## config.mk

```make
export PLATFORM = sky130hd
export DESIGN_NAME = first_fit_page_allocator
export DESIGN_NICKNAME = d
export VERILOG_FILES = /design/src/rtl/ffpa_pkg.sv /design/src/rtl/ffpa_datapath.sv /design/src/rtl/ffpa_controller.sv /design/src/rtl/first_fit_page_allocator.sv
export SDC_FILE = /design/constraint.sdc
export NUM_CORES = 2
export LEC_CHECK = 0
export BUFFER_PORTS_ARGS = -buffer_cell sky130_fd_sc_hd__clkbuf_2
export CAP_MARGIN = 20
export CORE_ASPECT_RATIO = 1.2
export CORE_MARGIN = 8
export CORE_UTILIZATION = 45
export CTS_BUF_LIST = sky130_fd_sc_hd__clkbuf_8
export CTS_CLUSTER_SIZE = 16
export DETAILED_ROUTE_END_ITERATION = 8
export GPL_TIMING_DRIVEN = 0
export SLEW_MARGIN = 40
export SYNTH_ARGS = -nofsm -noshare
export SYNTH_HDL_FRONTEND = slang
export SYNTH_SLANG_ARGS = --single-unit
```

## constraint.sdc

```tcl
create_clock -name clock -period 15.53 [get_ports clock]
set_clock_uncertainty 0.05 [all_clocks]
set_input_delay 2.3295 -clock clock [delete_from_list [all_inputs] [get_ports clock]]
set_output_delay 2.3295 -clock clock [all_outputs]
set_load 0.01 [all_outputs]
```

## src/rtl/ffpa_pkg.sv

```systemverilog
// Shared definitions for the first-fit page allocator: status and opcode codes,
// datapath action codes and the command and status structs between controller and datapath.
// Depends on nothing.
package ffpa_pkg;

   localparam int MAX_EXTENTS_DEF     = 64;
   localparam int PAGE_INDEX_BITS_DEF = 20;

   localparam logic [1:0] ST_OK   = 2'd0;
   localparam logic [1:0] ST_MISS = 2'd1;
   localparam logic [1:0] ST_ZERO = 2'd2;
   localparam logic [1:0] ST_FULL = 2'd3;

   localparam logic [1:0] OP_ALLOC = 2'd0;
   localparam logic [1:0] OP_FREE  = 2'd1;
   localparam logic [1:0] OP_ADD   = 2'd2;
   localparam logic [1:0] OP_BAD   = 2'd3;

   localparam logic [3:0] A_NONE     = 4'd0;
   localparam logic [3:0] A_LOAD     = 4'd1;
   localparam logic [3:0] A_READ     = 4'd2;
   localparam logic [3:0] A_STEP     = 4'd3;
   localparam logic [3:0] A_ALLOC_WR = 4'd4;
   localparam logic [3:0] A_MRG_BOTH = 4'd5;
   localparam logic [3:0] A_MRG_PREV = 4'd6;
   localparam logic [3:0] A_MRG_NEXT = 4'd7;
   localparam logic [3:0] A_UP_INIT  = 4'd8;
   localparam logic [3:0] A_UP_RD    = 4'd9;
   localparam logic [3:0] A_UP_WR    = 4'd10;
   localparam logic [3:0] A_INS_WR   = 4'd11;
   localparam logic [3:0] A_RM_INIT  = 4'd12;
   localparam logic [3:0] A_DN_RD    = 4'd13;
   localparam logic [3:0] A_DN_WR    = 4'd14;
   localparam logic [3:0] A_RM_DONE  = 4'd15;

   typedef struct packed {
      logic [3:0] act;
      logic       set_status;
      logic [1:0] status;
      logic       page_set;
      logic       tot_add;
      logic       tot_sub;
   } ffpa_cmd_type;

   typedef struct packed {
      logic op_bad;
      logic is_alloc;
      logic zero_count;
      logic scan_end;
      logic fit;
      logic exact;
      logic past;
      logic with_prev;
      logic with_next;
      logic full;
      logic up_done;
      logic dn_done;
   } ffpa_stat_type;

endpackage

```

## src/rtl/ffpa_datapath.sv

```systemverilog
// Datapath of the first-fit page allocator: extent memory, request registers, counters
// and the free total. Depends on ffpa_pkg for the command and status structs.
module ffpa_datapath #(
   parameter int MAX_EXTENTS     = ffpa_pkg::MAX_EXTENTS_DEF,
   parameter int PAGE_INDEX_BITS = ffpa_pkg::PAGE_INDEX_BITS_DEF
) (
   input  logic                         clock,
   input  logic                         reset,
   input  ffpa_pkg::ffpa_cmd_type       cmd,
   output ffpa_pkg::ffpa_stat_type      stat,
   input  logic [1:0]                   req_opcode,
   input  logic [PAGE_INDEX_BITS-1:0]   req_base_page,
   input  logic [PAGE_INDEX_BITS:0]     req_page_count,
   output logic [1:0]                   rsp_status,
   output logic [PAGE_INDEX_BITS-1:0]   rsp_result_page,
   output logic [PAGE_INDEX_BITS:0]     rsp_free_total
);
   import ffpa_pkg::*;

   localparam int PW = PAGE_INDEX_BITS;
   localparam int AW = $clog2(MAX_EXTENTS);
   localparam int IW = $clog2(MAX_EXTENTS + 1);
   localparam logic [IW-1:0] MAX_CNT = IW'(MAX_EXTENTS);

   logic [PW+PW:0] mem [MAX_EXTENTS];

   logic [1:0]    op_ff;
   logic [PW-1:0] base_ff;
   logic [PW:0]   count_ff;
   logic [IW-1:0] idx_ff, j_ff, used_ff;
   logic [PW:0]   total_ff;
   logic [PW-1:0] prev_start_ff;
   logic [PW:0]   prev_len_ff;
   logic [PW-1:0] rd_start_ff;
   logic [PW:0]   rd_len_ff;
   logic [1:0]    status_ff;
   logic [PW-1:0] page_ff;

   logic          rd_en, wr_en;
   logic [AW-1:0] rd_addr, wr_addr;
   logic [PW-1:0] wr_start;
   logic [PW:0]   wr_len;
   logic [PW:0]   room, count_in;
   logic [PW+1:0] prev_end, tot_sum;
   logic [IW-1:0] idx_m1, j_m1, j_p1;

   assign idx_m1 = idx_ff - IW'(1);
   assign j_m1   = j_ff - IW'(1);
   assign j_p1   = j_ff + IW'(1);

   // Pages left from the base to the end of the page space.
   assign room     = {1'b1, {PW{1'b0}}} - {1'b0, req_base_page};
   assign count_in = (req_opcode != OP_ALLOC && req_page_count > room) ? room : req_page_count;
   assign prev_end = {1'b0, prev_len_ff} + {2'b00, prev_start_ff};
   assign tot_sum  = {1'b0, total_ff} + {1'b0, count_ff};

   always_comb begin
      stat.op_bad     = (op_ff == OP_BAD);
      stat.is_alloc   = (op_ff == OP_ALLOC);
      stat.zero_count = (count_ff == '0);
      stat.scan_end   = (idx_ff == used_ff);
      stat.fit        = (rd_len_ff >= count_ff);
      stat.exact      = (rd_len_ff == count_ff);
      stat.past       = (rd_start_ff > base_ff);
      stat.with_prev  = (op_ff == OP_FREE) && (idx_ff != '0) && (prev_end == {2'b00, base_ff});
      stat.with_next  = (op_ff == OP_FREE) && (idx_ff != used_ff) &&
                        (({1'b0, base_ff} + count_ff) == {1'b0, rd_start_ff});
      stat.full       = (used_ff == MAX_CNT);
      stat.up_done    = (j_ff == idx_ff);
      stat.dn_done    = (j_p1 >= used_ff);
   end

   always_comb begin
      rd_en    = 1'b0;
      rd_addr  = idx_ff[AW-1:0];
      wr_en    = 1'b0;
      wr_addr  = idx_ff[AW-1:0];
      wr_start = rd_start_ff;
      wr_len   = rd_len_ff;
      case (cmd.act)
         A_READ: begin
            rd_en = 1'b1;
         end
         A_UP_RD: begin
            rd_en   = 1'b1;
            rd_addr = j_m1[AW-1:0];
         end
         A_DN_RD: begin
            rd_en   = 1'b1;
            rd_addr = j_p1[AW-1:0];
         end
         A_ALLOC_WR: begin
            wr_en    = 1'b1;
            wr_start = rd_start_ff + count_ff[PW-1:0];
            wr_len   = rd_len_ff - count_ff;
         end
         A_MRG_BOTH: begin
            wr_en    = 1'b1;
            wr_addr  = idx_m1[AW-1:0];
            wr_start = prev_start_ff;
            wr_len   = prev_len_ff + count_ff + rd_len_ff;
         end
         A_MRG_PREV: begin
            wr_en    = 1'b1;
            wr_addr  = idx_m1[AW-1:0];
            wr_start = prev_start_ff;
            wr_len   = prev_len_ff + count_ff;
         end
         A_MRG_NEXT: begin
            wr_en    = 1'b1;
            wr_start = base_ff;
            wr_len   = rd_len_ff + count_ff;
         end
         A_UP_WR, A_DN_WR: begin
            wr_en   = 1'b1;
            wr_addr = j_ff[AW-1:0];
         end
         A_INS_WR: begin
            wr_en    = 1'b1;
            wr_start = base_ff;
            wr_len   = count_ff;
         end
         default: begin
         end
      endcase
   end

   always_ff @(posedge clock) begin
      if (wr_en) begin
         mem[wr_addr] <= {wr_start, wr_len};
      end
      if (rd_en) begin
         {rd_start_ff, rd_len_ff} <= mem[rd_addr];
      end
   end

   always_ff @(posedge clock) begin
      if (cmd.act == A_LOAD) begin
         op_ff    <= req_opcode;
         base_ff  <= req_base_page;
         count_ff <= count_in;
         page_ff  <= '0;
      end else if (cmd.page_set) begin
         page_ff <= rd_start_ff;
      end
      if (cmd.act == A_STEP) begin
         prev_start_ff <= rd_start_ff;
         prev_len_ff   <= rd_len_ff;
      end
      if (cmd.set_status) begin
         status_ff <= cmd.status;
      end
   end

   always_ff @(posedge clock) begin
      if (reset) begin
         idx_ff   <= '0;
         j_ff     <= '0;
         used_ff  <= '0;
         total_ff <= '0;
      end else begin
         case (cmd.act)
            A_LOAD:     idx_ff <= '0;
            A_STEP:     idx_ff <= idx_ff + IW'(1);
            A_UP_INIT:  j_ff <= used_ff;
            A_UP_WR:    j_ff <= j_m1;
            A_INS_WR:   used_ff <= used_ff + IW'(1);
            A_MRG_BOTH, A_RM_INIT: j_ff <= idx_ff;
            A_DN_WR:    j_ff <= j_p1;
            A_RM_DONE:  used_ff <= used_ff - IW'(1);
            default: begin
            end
         endcase
         if (cmd.tot_add) begin
            total_ff <= tot_sum[PW+1] ? {(PW+1){1'b1}} : tot_sum[PW:0];
         end else if (cmd.tot_sub) begin
            total_ff <= (total_ff > count_ff) ? total_ff - count_ff : '0;
         end
      end
   end

   assign rsp_status      = status_ff;
   assign rsp_result_page = page_ff;
   assign rsp_free_total  = total_ff;

endmodule

```

## src/rtl/ffpa_controller.sv

```systemverilog
// Controller state machine of the first-fit page allocator: sequences scans, shifts and
// writes in the datapath. Depends on ffpa_pkg for the command and status structs.
module ffpa_controller (
   input  logic                    clock,
   input  logic                    reset,
   input  logic                    start,
   output logic                    busy,
   output logic                    rsp_strobe,
   output ffpa_pkg::ffpa_cmd_type  cmd,
   input  ffpa_pkg::ffpa_stat_type stat
);
   import ffpa_pkg::*;

   localparam logic [3:0] S_IDLE   = 4'd0;
   localparam logic [3:0] S_CHECK  = 4'd1;
   localparam logic [3:0] S_SCAN   = 4'd2;
   localparam logic [3:0] S_EXAM   = 4'd3;
   localparam logic [3:0] S_PLACE  = 4'd4;
   localparam logic [3:0] S_UP     = 4'd5;
   localparam logic [3:0] S_UPW    = 4'd6;
   localparam logic [3:0] S_REMOVE = 4'd7;
   localparam logic [3:0] S_DNW    = 4'd8;
   localparam logic [3:0] S_RESP   = 4'd9;

   logic [3:0] state_ff, state_in;

   always_comb begin
      state_in       = state_ff;
      cmd            = '0;
      cmd.act        = A_NONE;
      case (state_ff)
         S_IDLE: begin
            if (start) begin
               cmd.act  = A_LOAD;
               state_in = S_CHECK;
            end
         end
         S_CHECK: begin
            if (stat.op_bad) begin
               cmd.set_status = 1'b1;
               cmd.status     = ST_MISS;
               state_in       = S_RESP;
            end else if (stat.zero_count) begin
               cmd.set_status = 1'b1;
               cmd.status     = ST_ZERO;
               state_in       = S_RESP;
            end else begin
               state_in = S_SCAN;
            end
         end
         S_SCAN: begin
            if (stat.scan_end) begin
               if (stat.is_alloc) begin
                  cmd.set_status = 1'b1;
                  cmd.status     = ST_MISS;
                  state_in       = S_RESP;
               end else begin
                  state_in = S_PLACE;
               end
            end else begin
               cmd.act  = A_READ;
               state_in = S_EXAM;
            end
         end
         S_EXAM: begin
            if (stat.is_alloc) begin
               if (stat.fit) begin
                  cmd.set_status = 1'b1;
                  cmd.status     = ST_OK;
                  cmd.page_set   = 1'b1;
                  cmd.tot_sub    = 1'b1;
                  if (stat.exact) begin
                     cmd.act  = A_RM_INIT;
                     state_in = S_REMOVE;
                  end else begin
                     cmd.act  = A_ALLOC_WR;
                     state_in = S_RESP;
                  end
               end else begin
                  cmd.act  = A_STEP;
                  state_in = S_SCAN;
               end
            end else if (stat.past) begin
               state_in = S_PLACE;
            end else begin
               cmd.act  = A_STEP;
               state_in = S_SCAN;
            end
         end
         S_PLACE: begin
            cmd.status = ST_OK;
            if (stat.with_prev && stat.with_next) begin
               cmd.act        = A_MRG_BOTH;
               cmd.set_status = 1'b1;
               cmd.tot_add    = 1'b1;
               state_in       = S_REMOVE;
            end else if (stat.with_prev) begin
               cmd.act        = A_MRG_PREV;
               cmd.set_status = 1'b1;
               cmd.tot_add    = 1'b1;
               state_in       = S_RESP;
            end else if (stat.with_next) begin
               cmd.act        = A_MRG_NEXT;
               cmd.set_status = 1'b1;
               cmd.tot_add    = 1'b1;
               state_in       = S_RESP;
            end else if (stat.full) begin
               cmd.set_status = 1'b1;
               cmd.status     = ST_FULL;
               state_in       = S_RESP;
            end else begin
               cmd.act  = A_UP_INIT;
               state_in = S_UP;
            end
         end
         S_UP: begin
            if (stat.up_done) begin
               cmd.act        = A_INS_WR;
               cmd.set_status = 1'b1;
               cmd.status     = ST_OK;
               cmd.tot_add    = 1'b1;
               state_in       = S_RESP;
            end else begin
               cmd.act  = A_UP_RD;
               state_in = S_UPW;
            end
         end
         S_UPW: begin
            cmd.act  = A_UP_WR;
            state_in = S_UP;
         end
         S_REMOVE: begin
            if (stat.dn_done) begin
               cmd.act  = A_RM_DONE;
               state_in = S_RESP;
            end else begin
               cmd.act  = A_DN_RD;
               state_in = S_DNW;
            end
         end
         S_DNW: begin
            cmd.act  = A_DN_WR;
            state_in = S_REMOVE;
         end
         S_RESP: begin
            state_in = S_IDLE;
         end
         default: begin
            state_in = S_IDLE;
         end
      endcase
   end

   always_ff @(posedge clock) begin
      if (reset) begin
         state_ff <= S_IDLE;
      end else begin
         state_ff <= state_in;
      end
   end

   assign busy       = (state_ff != S_IDLE);
   assign rsp_strobe = (state_ff == S_RESP);

endmodule

```

## src/rtl/first_fit_page_allocator.sv

```systemverilog
// Top level of the first-fit page allocator: joins the controller and the datapath.
// Depends on ffpa_pkg, ffpa_controller and ffpa_datapath.
//
// The block keeps a table of free page extents sorted by start page and a running
// total of free pages. A request transfer takes place at a rising edge where start is
// high and busy is low; req_opcode selects allocate, free with merging or add region.
// Exactly one result transfer follows per request: rsp_strobe is high for a single
// cycle with rsp_status, rsp_result_page and rsp_free_total, and the receiver must
// take it then, as it cannot stall the block.
// Busy stays high from the cycle after the request until the result cycle; the next
// request may be transferred in the cycle after the strobe.
// Latency depends on the table: each entry scanned takes a registered memory read,
// then a compare, and each entry moved when an extent is inserted or removed takes
// a read, then a write, on the extent memory, whose one read port and one write
// port are never used together. A zero count or a bad opcode is answered without
// a scan; otherwise the scan and the shift that follows it together pass over the
// table no more than once.
// Synchronous reset empties the table and clears the free total; the extent memory
// itself is not cleared, since only entries below the fill count are ever read.
module first_fit_page_allocator #(
   parameter int MAX_EXTENTS     = ffpa_pkg::MAX_EXTENTS_DEF,
   parameter int PAGE_INDEX_BITS = ffpa_pkg::PAGE_INDEX_BITS_DEF
) (
   input  logic                         clock,
   input  logic                         reset,
   input  logic                         start,
   output logic                         busy,
   input  logic [1:0]                   req_opcode,
   input  logic [PAGE_INDEX_BITS-1:0]   req_base_page,
   input  logic [PAGE_INDEX_BITS:0]     req_page_count,
   output logic                         rsp_strobe,
   output logic [1:0]                   rsp_status,
   output logic [PAGE_INDEX_BITS-1:0]   rsp_result_page,
   output logic [PAGE_INDEX_BITS:0]     rsp_free_total
);
   import ffpa_pkg::*;

   // Commands flow from the controller into the datapath, status flags flow back.
   ffpa_cmd_type  cmd;
   ffpa_stat_type stat;

   ffpa_controller u_ctrl (
      .clock      (clock),
      .reset      (reset),
      .start      (start),
      .busy       (busy),
      .rsp_strobe (rsp_strobe),
      .cmd        (cmd),
      .stat       (stat)
   );

   ffpa_datapath #(
      .MAX_EXTENTS     (MAX_EXTENTS),
      .PAGE_INDEX_BITS (PAGE_INDEX_BITS)
   ) u_dp (
      .clock           (clock),
      .reset           (reset),
      .cmd             (cmd),
      .stat            (stat),
      .req_opcode      (req_opcode),
      .req_base_page   (req_base_page),
      .req_page_count  (req_page_count),
      .rsp_status      (rsp_status),
      .rsp_result_page (rsp_result_page),
      .rsp_free_total  (rsp_free_total)
   );

endmodule

```

## Word level (Yosys, flattened, before mapping)

Memory sizes are Yosys's and may differ from the RTL's. A register that Yosys moved wholly into a read port is not among the register bits.
Cells that the tools add are included.
W data, S select, Z words.

- Register bits after elaboration: 152
- Bits in writable memories: 2624
- Input bits: 46
- Output and inout bits: 45
- Memories: 1

Memories:

| memory | depth | bits a word | read ports | clocked after memory_dff | write ports | RTL line | text |
|---|---|---|---|---|---|---|---|
| u_dp.mem | 64 | 41 | 1 | 1 | 1 | ffpa_datapath.sv:25 | `logic [PW+PW:0] mem [MAX_EXTENTS];` |

- $add $sub $neg: 16
- Magnitude comparators: 5
- Equal/unequal tests: 34
- Mux-type cells: 66
- Reductions and logical operators: 22

Operators by type and width:

| cell | number |
|---|---|
| $mux W21 | 5 |
| $pmux W21 S5 | 1 |
| $mux W4 | 19 |
| $add A21 B21 Y21 | 3 |
| $pmux W20 S3 | 1 |
| $gt A21 B21 Y1 | 2 |
| $sub A21 B21 Y21 | 2 |
| $eq A4 B4 Y1 const B | 10 |
| $pmux W4 S9 | 1 |
| $eq A4 B3 Y1 const B | 8 |
| $pmux W4 S8 | 1 |
| $pmux W7 S2 | 2 |
| $pmux W7 S4 | 1 |
| $pmux W6 S2 | 2 |
| $add A21 B20 Y22 | 1 |
| $add A21 B21 Y22 | 1 |
| $eq A22 B20 Y1 | 1 |
| $add A20 B21 Y21 | 1 |
| $add A7 B1 Y7 const B | 3 |
| $eq A21 B20 Y1 | 1 |
| $eq A21 B21 Y1 | 1 |
| $ge A21 B21 Y1 | 1 |
| $logic_not A21 Y1 | 1 |
| $mux W3 | 7 |
| 28 further kinds | 67 |

## Logic depth before layout (Yosys ltp)

- Depth after elaboration: 12
- Depth in mapped cells: 43

## Cells and area by module

Synthesis repeated with hierarchy kept, for this count alone.

- Cells, all modules: 6865
- Area total of the unflattened synthesis: 119891.2 um^2

Modules (own cells, without submodules):

| module | instances | cells an instance | area each (um^2) | seq. area each (um^2) |
|---|---|---|---|---|
| ffpa_datapath | 1 | 6772 | 119223.1 | 83850.4 |
| ffpa_controller | 1 | 93 | 668.1 | 80.1 |

## Least setup slack after synthesis

Ideal clock, no wire load.

- Path type: flip-flop to flip-flop
- Start point: reg u_dp.count_ff[1]
- End point: mem u_dp.mem[0][18] (netlist bit), data pin
- Library setup time: 0.588 ns
- Arrival: 9.928 ns
- Data required time: 14.892 ns
- Path slack: 4.964 ns
- Cell stages (with the launch flop): 36
- Path buffers: 2
- Period minus slack after synthesis: 10.566 ns
- Cells stage by stage: edfxtp_1 -> ha_1 -> a211oi_2 -> o21bai_1 -> a2111o_1 -> and4b_1 -> or3_1 -> a211o_1 -> or4b_2 -> ha_1 -> nor4b_1 -> o22ai_1 -> a21oi_1 -> a21oi_1 -> clkbuf_1 -> nor4_1 -> nand2_1 -> clkbuf_1 -> mux2_2 -> ha_1 -> fa_1 -> nand3_1 -> nand2_1 -> a21o_1 -> a21o_1 -> a31o_2 -> a21o_1 -> a21oi_1 -> o21ai_0 -> a21oi_1 -> o21ai_0 -> a41oi_1 -> nor2b_1 -> xnor2_1 -> a22oi_1 -> a31oi_1

- Cells in the longest elaborated chain, start to end: 9

Ends and longest elaborated chain:

| item | RTL line | text |
|---|---|---|
| start: declaration | ffpa_datapath.sv:29 | `logic [PW:0] count_ff;` |
| start signal: assignment | ffpa_datapath.sv:141 | `count_ff <= count_in;` |
| $add A20 B21 Y21 | ffpa_datapath.sv:67 | `(({1'b0, base_ff} + count_ff) == {1'b0, rd_start_ff});` |
| $eq A21 B20 Y1 | ffpa_datapath.sv:67 |  |
| $logic_and A1 B1 Y1 | ffpa_datapath.sv:66 | `stat.with_next = (op_ff == OP_FREE) && (idx_ff != used_ff) &&` |
| $mux W5 | ffpa_controller.sv:102 | `end else if (stat.with_next) begin` |
| $mux W5 | ffpa_controller.sv:97 | `end else if (stat.with_prev) begin` |
| $mux W5 | ffpa_controller.sv:92 | `if (stat.with_prev && stat.with_next) begin` |
| $pmux W4 S8 | ffpa_controller.sv:31 | `case (state_ff)` |
| $eq A4 B4 Y1 / $eq A4 B3 Y1 (equally long branches) | ffpa_datapath.sv:80 | `case (cmd.act)` |
| $pmux W21 S5 (*) | ffpa_datapath.sv:80 |  |
| net u_dp.wr_len[18] | ffpa_datapath.sv:42 | `logic [PW:0] wr_len;` |
| end: declaration | ffpa_datapath.sv:25 |  |

The timed path passes the listed nets; every way through them passes the cells marked *.

## Worst setup path after layout

- Start point: reg u_dp.count_ff[12]
- End point: mem u_dp.mem[19][19] (netlist bit), data pin

The elaborated chain is that of the path after synthesis.

==> impl_metrics.toml <==
[run_status]
status = "complete, no violations"

[hold_path]
hold_start = "u_dp.rsp_result_page[5]"
hold_class = "flip-flop to flip-flop"

[setup_path]
worstPathArrival_ps = 13230
critPathMaxStageDelay_ps = 940
path_class = "flip-flop to flip-flop"
crit_slowest_cell = "edfxtp_1"
reg2reg_to = "u_dp.mem[19][19]"
ff2ff_setup_slack_ps = 2990
crit_buf_inv = 6
cp_max_fo = 20
crit_end = "u_dp.mem[19][19]"
critPathCaptureType = "flip-flop"
r2r_start = "u_dp.count_ff[12]"
setup.worst_path.start = "u_dp.count_ff[12]"
crit_family = "compound AO/OA/AOI/OAI gates"
start_kind = "flip-flop"
r2r_cells = 38
path_depth = 38
required_ps = 16210

[finish]
seq_area_um2 = 83930
syn2layout_area_growth_pct = 16.16
fin_nets = 11130
drive_above_1_share_pct = 11.71
fin_area_um2 = 141900
multiInputGateArea_um2 = 36180
fillers = 22750

[logic_synthesis]
netlist_area_um2 = 122200
synth-seq-cells = 2817
ys_async_sr_fraction_pct = 0
synth.distinct_cells = 101
synthFlopType = "edfxtp_1"
synth_area_per_cell_um2 = 12.17
synth-seq-area-share_pct = 68.70
synth_edf_count = 2751
synth_warnings = 0
synthCells = 10040
syn_nets = 10320

[sta]
holdWs_ps = 409.4
finalHoldViolations = 0
setup_viol = 0
worst_pin_slew_ps = 913.5
slew_headroom_pct = 38.91
period_share_pct = 80.78
finalMaxSlewViolations = 0
clock.fmax_ghz = 0.07972
setup_ws_ps = 2986
tns_ps = 0
fin_crit_ps = 12540
rsz0062_at_grt = "false"

[power_and_ir_drop]
clkPwrFrac_pct = 25.1
netSwitchingPower_mw = 8.761
power_frac_seq_pct = 41.2
power.leakage_nw = 49.08
vdd_drop_max_mv = 0.08001
p_int_mw = 14.93
p_comb_share_pct = 33.7
switching_share_pct = 36.97
p_per_area_nw_per_um2 = 167.0

[routing]
wirelength_met1_um = 148000
drc = 0
ant_nets = 0
drt_iter0_drc = 8421
vias = 86020
met3_wirelength_um = 26910
drt_pass1_iterations = 8
viasPerCell = 5.815
drt_wl_total_um = 397500
maxUsedRoutingLayer = "met5"
wl_per_cell_um = 26.87
routed-wl-met2_um = 195500

[cts]
post_cts_buffers = 0
cts_tree = "done"
cts_root_buf = "clkbuf_8"
cts_buffers = 429
clk_pin_slew_ps = 70
cts_resized = 0
clock_path_buffers = 4
clk-insertion-delay-late_ps = 1040
clock_sinks = 2817
ctsHoldBuffers = 0
cts_htree_levels = 5

[floorplan]
die_h_um = 586.8
placeableCoreArea_um2 = 270100
die_w_um = 491.6
start_util_pct = 45.22
rows = 209
die_area_um2 = 288500
io_pins = 91

[grt]
antenna_found_initial = 22
overflow = 0
grt_max_degree = 48
grt_pass1_wl_um = 569600
grt_pass1_vias = 83690
grt_usage_pct = 26.60

[place]
io_buffers = 90
hpwlAfterDp_um = 289000
gp_congestion = 0.9645
dp_slack_ps = 3387
placed_area_um2 = 133700

[flow_run]
max-cap-violations = 0
-- power groups by stage --
stage	Sequential, mW	Combinational (mW)	Clock [mW]
finish	9.77	7.98	5.95
global route	9.76	8.51	6.34
CTS	9.76	7.87	6.03
detailed placement	9.92	7.83	0
global placement	10.3	6.99	0
floorplan	9.82	4.33	0
-- worst reg2reg max path: cells and delay by family, from the launching register on --
| kind | cells | cell delay [ps] |
|---|---|---|
| simple gates | 9 | 2900 |
| compound gates | 19 | 5820 |
| fa+ha+maj | 3 | 980 |
| buf+inv | 6 | 1470 |
| flops | 1 | 940 |
| xor+xnor | 1 | 110 |
-- registers in the layout, indices dropped and copies added, names as in the netlist --
name                  flops
u_dp.mem               2624
u_dp.count_ff            21
u_dp.prev_len_ff         21
u_dp.rd_len_ff           21
u_dp.rsp_free_total      21
u_dp.base_ff             20
u_dp.prev_start_ff       20
u_dp.rd_start_ff         20
u_dp.rsp_result_page     20
u_dp.idx_ff               7
u_dp.j_ff                 7
u_dp.used_ff              7
u_ctrl.state_ff           4
u_dp.op_ff                2
u_dp.rsp_status           2
-- logic make-up (layout without fill, tap and decap cells) --
logic type	Yosys count	in the layout	synth area share [%]
xor gates and xnor gates	176	176	1.273
and+or+nand+nor	4627	4627	16.40
muxes	172	172	1.425
AOI/OAI and AO/OA	1263	1263	7.190
DFF	2817	2817	68.70
other	0	17	0
adders and majority gates	235	235	2.462
buffers and inverters	749	1900	2.551
-- per-stage QoR --
stage	power [mW]	util (%)	std cells
4_1_cts	23.66	52.51	14780
2_1_floorplan	14.15	-	10040
5_1_grt	24.61	52.52	14780
6_report	23.69	52.53	14790
3_3_place_gp	17.27	47.05	13720
3_5_place_dp	17.75	49.49	14010
-- synth_stat cells (38+ instances only) --
master / number / share of area (%)
o21ai_0: 179 / 0.73
xor2_1: 56 / 0.40
nor3_1: 76 / 0.31
nand2_1: 2506 / 7.7
clkbuf_1: 326 / 1.0
dfxtp_1: 66 / 1.1
a2111o_1: 44 / 0.41
nand3_1: 1402 / 5.7
a221oi_1: 38 / 0.27
inv_1: 152 / 0.47
nor2_1: 376 / 1.2
buf_1: 74 / 0.23
edfxtp_1: 2751 / 68
buf_2: 181 / 0.74
mux2i_1: 164 / 1.3
a21o_1: 54 / 0.33
nand4_1: 78 / 0.40
xnor2_1: 119 / 0.85
a31oi_1: 273 / 1.4
o211ai_1: 59 / 0.36
ha_1: 226 / 2.3
a32oi_1: 128 / 0.92
a21oi_1: 213 / 0.87
-- area by class of cell --
type,count,area share (%)
clock inverters,322,1.384
clock buffers,449,4.355
well taps,3587,3.163
inverters,152,0.4021
multi-input cells,6473,25.50
repair buffers,380,4.201
flip-flops and latches,2817,59.15
diodes,17,0.02998
plain buffers,597,1.823
-- how the worst min path moves through the flow --
stage          cells after the start                      end
2_1_floorplan                      0      u_dp.prev_len_ff[0]
3_3_place_gp                       2  u_dp.rsp_result_page[7]
3_5_place_dp                       2  u_dp.rsp_result_page[5]
4_1_cts                            2  u_dp.rsp_result_page[5]
5_1_grt                            2  u_dp.rsp_result_page[5]
6_report                           2  u_dp.rsp_result_page[5]
-- layout by cell type (no fill, tap or decap), types with 126 or more instances in the layout --
| cell type | instances |
|---|---|
| buf_2 | 182 |
| nand3_1 | 1401 |
| a31oi_1 | 265 |
| nand2_1 | 2494 |
| a32oi_1 | 126 |
| mux2i_1 | 164 |
| inv_1 | 265 |
| clkbuf_8 | 449 |
| clkbuf_1 | 303 |
| a21oi_1 | 202 |
| nor2_1 | 306 |
| o21ai_0 | 176 |
| buf_8 | 141 |
| ha_1 | 226 |
| edfxtp_1 | 2751 |
-- per-layer routing --
layer	vias up	GRT usage (%)
met4	6	15.95
met5	-	0
met2	3887	45.65
li1	38850	-
met1	42320	31.74
met3	963	3.972
Power figures use the tool's default switching activity.
